### src/rtl/core/uapq_pkg.sv
// ---------------------------------------------------------------------------
// uapq_pkg
// Sizes, codes and shared types of the unsorted array priority queue.
// ---------------------------------------------------------------------------
package uapq_pkg;

  localparam int DEPTH       = 64;
  localparam int VALUE_WIDTH = 32;
  localparam int PRIO_WIDTH  = 16;
  localparam int IDX_W       = $clog2(DEPTH);
  localparam int CNT_W       = $clog2(DEPTH + 1);

  localparam int IN_BITS  = VALUE_WIDTH + PRIO_WIDTH;
  localparam int IN_DW    = ((IN_BITS + 7) / 8) * 8;
  localparam int OUT_BITS = VALUE_WIDTH + PRIO_WIDTH + CNT_W;
  localparam int OUT_DW   = ((OUT_BITS + 7) / 8) * 8;

  localparam logic CMD_ENQ = 1'b0;
  localparam logic CMD_DEQ = 1'b1;

  localparam logic [1:0] STATUS_OK    = 2'd0;
  localparam logic [1:0] STATUS_FULL  = 2'd1;
  localparam logic [1:0] STATUS_EMPTY = 2'd2;

  typedef struct packed {
    logic signed [VALUE_WIDTH-1:0] value;
    logic signed [PRIO_WIDTH-1:0]  prio;
  } entry_t;

  typedef struct packed {
    logic             valid;
    entry_t           ent;
    logic [IDX_W-1:0] idx;
  } scan_t;

  typedef struct packed {
    logic wr;
    logic shift;
    logic live;
    logic take_lowest;
  } cell_ctl_t;

endpackage

### src/rtl/core/uapq_cell.sv
// ---------------------------------------------------------------------------
// uapq_cell
// One queue slot: holds an entry, shifts down from its neighbor on removal,
// and forwards the running best candidate of a dequeue scan by one stage.
// ---------------------------------------------------------------------------
module uapq_cell (
  input  logic                        clk_i,
  input  logic                        rst_ni,
  input  logic [uapq_pkg::IDX_W-1:0]  cell_idx_i,
  input  uapq_pkg::cell_ctl_t         ctl_i,
  input  uapq_pkg::entry_t            wr_entry_i,
  input  uapq_pkg::entry_t            nbr_entry_i,
  output uapq_pkg::entry_t            entry_o,
  input  uapq_pkg::scan_t             scan_i,
  output uapq_pkg::scan_t             scan_o
);

  uapq_pkg::entry_t entry_q;
  uapq_pkg::scan_t  scan_d, scan_q;
  logic             better;
  logic             take;

  always_ff @(posedge clk_i) begin
    if (ctl_i.wr) begin
      entry_q <= wr_entry_i;
    end else if (ctl_i.shift) begin
      entry_q <= nbr_entry_i;
    end
  end

  // strict compare keeps the oldest entry on ties; slot 0 seeds the scan
  always_comb begin
    better = ctl_i.take_lowest ? (entry_q.prio < scan_i.ent.prio)
                               : (entry_q.prio > scan_i.ent.prio);
    take   = scan_i.valid && ctl_i.live && ((cell_idx_i == '0) || better);
    scan_d = scan_i;
    if (take) begin
      scan_d.ent = entry_q;
      scan_d.idx = cell_idx_i;
    end
  end

  always_ff @(posedge clk_i or negedge rst_ni) begin
    if (!rst_ni) begin
      scan_q <= '0;
    end else begin
      scan_q <= scan_d;
    end
  end

  assign entry_o = entry_q;
  assign scan_o  = scan_q;

endmodule

### config.mk
export PLATFORM = sky130hd
export DESIGN_NAME = uapq_cell
export DESIGN_NICKNAME = d
export VERILOG_FILES = /design/src/rtl/core/uapq_pkg.sv /design/src/rtl/core/uapq_cell.sv
export SDC_FILE = /design/constraint.sdc
export NUM_CORES = 1
export LEC_CHECK = 0
export BUFFER_PORTS_ARGS = -buffer_cell sky130_fd_sc_hd__buf_4
export CORE_ASPECT_RATIO = 1.5
export CORE_MARGIN = 2
export CORE_UTILIZATION = 45
export DETAILED_ROUTE_END_ITERATION = 10
export HOLD_SLACK_MARGIN = 0.06
export PLACE_DENSITY_LB_ADDON = 0.2
export SKIP_CTS_REPAIR_TIMING = 1
export SKIP_LAST_GASP = 1
export SLEW_MARGIN = 5
export SYNTH_ARGS = -nofsm -noshare
export SYNTH_HDL_FRONTEND = slang
export SYNTH_SLANG_ARGS = --single-unit
### constraint.sdc
create_clock -name clk_i -period 4.35 [get_ports clk_i]
set_clock_uncertainty 0.15 [all_clocks]
set_input_delay 0.2175 -clock clk_i [delete_from_list [all_inputs] [get_ports clk_i]]
set_output_delay 0.2175 -clock clk_i [all_outputs]
set_load 0.05 [all_outputs]
# Yosys cells after proc, flatten, opt, wreduce, memory -nomap -nowiden

Cells that the tools add are included.
W data, S select, Z words.

Bits of input ports: 163
Logic and storage cells: 17
RAM bits: 0
Register bits after elaboration: 103
Output and inout port bits: 103
Bits in latches: 0
ROM bits: 0
Memories: 0

Order comparisons: 2
Bitwise logic cells: 0
Muxes and demuxes: 4
Shift-type cells: 0
Reduce and logical (&&, ||, !) cells: 5
Equal/unequal tests: 0
$add $sub $neg: 0
Div/mod/pow operators: 0
Multipliers: 0

Operators with widths:

| cell                | count |
|---|---|
| $mux W48            | 2 |
| $mux W54            | 1 |
| $gt A16 B16 Y1      | 1 |
| $lt A16 B16 Y1      | 1 |
| $logic_not A6 Y1    | 1 |
| $logic_and A1 B1 Y1 | 2 |
| $reduce_bool A2 Y1  | 1 |
| $logic_or A1 B1 Y1  | 1 |
| $mux W1             | 1 |

# Logic depth before layout (Yosys ltp)

Word-level depth: 5
Mapped depth: 10

# Least setup slack after synthesis

Ideal clock, no wire load.

Kind: register to register
Start: register entry_q (netlist bit entry_o[15])
End: register scan_q (netlist bit scan_o[10])
Period minus slack after synthesis: 2.842 ns
Slack: 1.508 ns
Arrival time: 2.610 ns
Stages on the path, launching flop included: 10
Setup time: 0.082 ns
Cell sequence: edfxtp_1 > ha_1 > nand4_2 > nor3_1 > or3_1 > o31a_1 > mux2_1 > buf_4 > buf_6 > o22ai_1

RTL lines:

| item                   | line            | text |
|---|---|---|
| from (decl)            | uapq_cell.sv:18 | `uapq_pkg::entry_t entry_q;` |
| from (signal assigned) | uapq_cell.sv:25 | `entry_q <= wr_entry_i;` |
| from (signal assigned) | uapq_cell.sv:27 | `entry_q <= nbr_entry_i;` |
| to (signal assigned)   | uapq_cell.sv:47 | `scan_q <= scan_d;` |
| to (decl)              | uapq_cell.sv:19 | `uapq_pkg::scan_t scan_d, scan_q;` |

==> results list <==
- After synthesis, the share of flip-flops with an asynchronous set or reset is 53.40%.
* Pwr Total: 3.084 mW
- In this run the static leakage power is 4.067 nW.
* Post-synth cell types: 31
- Period utilisation layout: 90.34%
- Sequential area share after synthesis: 59.33%
- HPWL after DPL: 11.04 mm
- Highest clock rate: 0.2545 GHz
- Most frequent cell after synthesis: nand2_1
* Startpoint of the most critical register-to-register path: entry_o[15]$_DFFE_PP_
- In this run the critical register-to-register path is captured at scan_o[5]$_DFF_PN0_.
- 1st-iter DRT viols: 313
* Actual slew at the worst max-slew pin: 1.098 ns
- By area the synthesized netlist is led by edfxtp_1, dfrtp_1, mux2_2.
- Total Negative Setup Slacks: 0 ns
- Final non-filler cell total: 971
- Via count of the first global-routing pass: 4382
- For this run, the total global-route usage over all layers was measured as 25.19%.
* Post-route cell area: 8683 um^2
- In this run the most critical hold path is launched from ctl_i[1].
- The worst setup path is of the in2reg kind.
- Counting I/O delays and the setup requirement, the final critical path takes 3.930 ns.
* Standard cell with the maximum stage delay on the critical path: mux2_2
* Horizontal die dimension: 87.89 um
- The mapped netlist covers 4750 um^2.
- For this run, the number of Yosys warnings is 0.
* Die extent in y: 129.8 um
- In this run the count of I/O pins placed on the die edge is 266.
- After clock tree synthesis, the clock-pin slew on the worst setup and hold paths is 0.06 ns.
- After synthesis, the mean cell area works out to 11.56 um^2.
* Number of buffers between clock root and the deepest sink: 2
- Depth of the worst register-to-register path: 9
- Across the VDD grid, the largest voltage drop is 0.2754 mV.
- Area of the core: 10190 um^2
- Summed over its instances, the top area cell type makes up 30.35% of the synthesized netlist area.
* Hold/Removal Path Class: in2reg
* Proportion of layout cells with a drive suffix above 1: 40.70%
- The filler cells instantiated in the layout total 483.
- Clock latency on the worst-skew pair: 0.35 ns
- Drc violations: 0
* Worst slew margin relative to its limit: 26.53%
* Layout Nets: 1002
- Yosys mapped a number of flops with a built-in enable equal to 48.
* Minimum setup slack among reg-to-reg paths: 0.53 ns
- The number of max-slew violations in the final report was 0.
- The first detailed-routing pass took 5 iterations.
- STA puts the critical path data arrival time at 4.01 ns.
- In this run the worst path has a maximum fanout of 33.
* Worst hold endpoint: scan_o[6]$_DFF_PN0_
- The worst hold path was traced through 3 stages.
- Number of nets in the synthesized netlist: 590
* Unrepaired setup endpoints after global routing: false
- The flow ran to the end, and the final reports show no timing, DRC or antenna violations.
- Cell at the root of the clock tree: clkbuf_16
- Antenna-violating nets left: 0
- Most frequent cells after synthesis: nand2_1, dfrtp_1, o22ai_1, edfxtp_1, mux2_2
* Final Hold Fails: 0
- CTS built an H-tree with a depth of 3.
- Placed instance area: 6824 um^2
- For this run the aggregate overflow at the end of global routing stands at 0.
- The worst setup path is launched from an input pin.
* Critical path required time: 4.43 ns
* Gp weighted congestion: 0.8349
- Critical path endpoint category: register
- Die area: 11410 um^2
* Top flip-flop cell by instance count after synthesis: dfrtp_1
- CTS tree: built
- Number of max-capacitance violations reported: 0
- Average detailed-routed wire length per instance: 20.07 um
- Dividing total power by cell area gives a power density of 355.2 nW/um^2.
- Highest cell delay on the worst timing path: 0.69 ns
- Cells after Synth: 411
- The routed layout has 5215 vias.
* Area Growth Syn to Fin: 82.82%
* Starting density of the core: 46.61%
* Routed via count divided by cell count: 5.371
- In this run, CTS created clock tree buffers numbering 9.
- Clock Sink Count: 103
- Buffers on Ports: 265
- In this run, synthesis produced a sequential element count of 103.
* Row cnt: 45
- Summed over all layers, the routed wires come to 19.49 mm.
* Antenna violations before repair: 1
- Maximum number of pins on one net before global-route repair: 56
- List of cells traversed by the critical path: dlygate4sd3_1, buf_4, inv_1, ha_1, nand4_1, or3_1, a21oi_1, o31a_1, mux2_2, buf_4, o22ai_1, dlygate4sd3_1
- The largest total area in the synthesized netlist belongs to edfxtp_1.
- In this run, placement finished with an instance count of 796.
- The first global-routing pass estimated 21.39 mm of wire.
- Setup violations remaining at the end of the flow were counted as 0.
[cell usage in the layout, fill, tap and decap left out, drive strengths merged]
master       count
mux2            49
or3              3
dfrtp           55
a21oi            7
o32ai            1
nand4            4
dlygate4sd3    157
nor2             5
o31a             1
clkinv           2
inv             17
or4              1
a2111o           1
nor3             2
edfxtp          48
ha              16
nor4             1
and2             1
nor2b            2
o31ai            1
bufinv           1
mux2i            1
o22ai           53
diode            2
or2              1
clkbuf          12
o211ai           1
nand2          112
clkinvlp         1
buf            271
o21ai            1
[metrics by stage]
stage / util, % / hold slack [ns] / worst slack [ns]
floorplan: - / -0.2281 / 1.508
global placement: 66.96 / 0.1500 / 1.219
detailed placement: 66.96 / 0.1631 / 1.142
CTS: 69.74 / -0.2072 / 1.135
global route: 85.18 / 0.04779 / 0.2901
finish: 85.21 / 0.04811 / 0.4201
[routing by layer]
layer  vias to the layer above  track usage (%)  wire length [um]
met1                      2508            25.75              5970
met3                        74            7.211              1631
met4                         0            13.85              1155
met5                         -                0                 0
li1                       2283                -                 -
met2                       350            45.32             10730
[registers in the layout (all words and copies together), names as in the netlist]
register / flops
scan_o: 55
entry_o: 48
[final cells by class]
class	count	area (um^2)	share of cell area, %
Multi-Input combinational cell	264	1732	19.94
Timing Repair Buffer	428	3606	41.53
Clock buffer	12	236.5	2.723
Clock inverter	4	46.29	0.5331
Inverter	17	63.81	0.7349
Tap cell	141	176.4	2.032
Sequential cell	103	2818	32.45
Antenna cell	2	5.005	0.05764
[how the worst max path moves through the flow]
stage | startpoint | end | slack (ns) | cells after the start
finish | scan_i[17] | scan_o[5]$_DFF_PN0_ | 0.42 | 12
global route | scan_i[17] | scan_o[5]$_DFF_PN0_ | 0.29 | 12
CTS | entry_o[14]$_DFFE_PP_ | scan_o[3]$_DFF_PN0_ | 1.14 | 8
detailed placement | entry_o[14]$_DFFE_PP_ | scan_o[3]$_DFF_PN0_ | 1.14 | 8
global placement | entry_o[14]$_DFFE_PP_ | scan_o[12]$_DFF_PN0_ | 1.22 | 8
floorplan | entry_o[15]$_DFFE_PP_ | scan_o[10]$_DFF_PN0_ | 1.51 | 9
[report_power, final]
group	internal, mW	switching [mW]
clock	0.444	0.349
combinational	0.434	0.663
sequential	1.14	0.0568
[kinds of logic (layout without fill, tap and decap cells)]
logic type / Yosys count / after routing / synth area share [%]
AOI/OAI and AO/OA: 66 / 66 / 8.746
adders and majority gates: 16 / 16 / 4.215
buffers and inverters: 44 / 461 / 4.478
DFF: 103 / 103 / 59.33
muxes: 50 / 50 / 11.91
other: 0 / 2 / 0
and+or+nand+nor: 132 / 132 / 11.33
[worst max-delay path, delay by kind of cell]
kind                     cells  cell delay (ns)
AO/OA/AOI/OAI                3             0.59
adder cells (fa/ha/maj)      1             0.32
buffers and inverters        5             1.57
multiplexers                 1             0.69
AND/OR/NAND/NOR              2             0.60
Note: power is estimated with default switching activity, not from simulation.
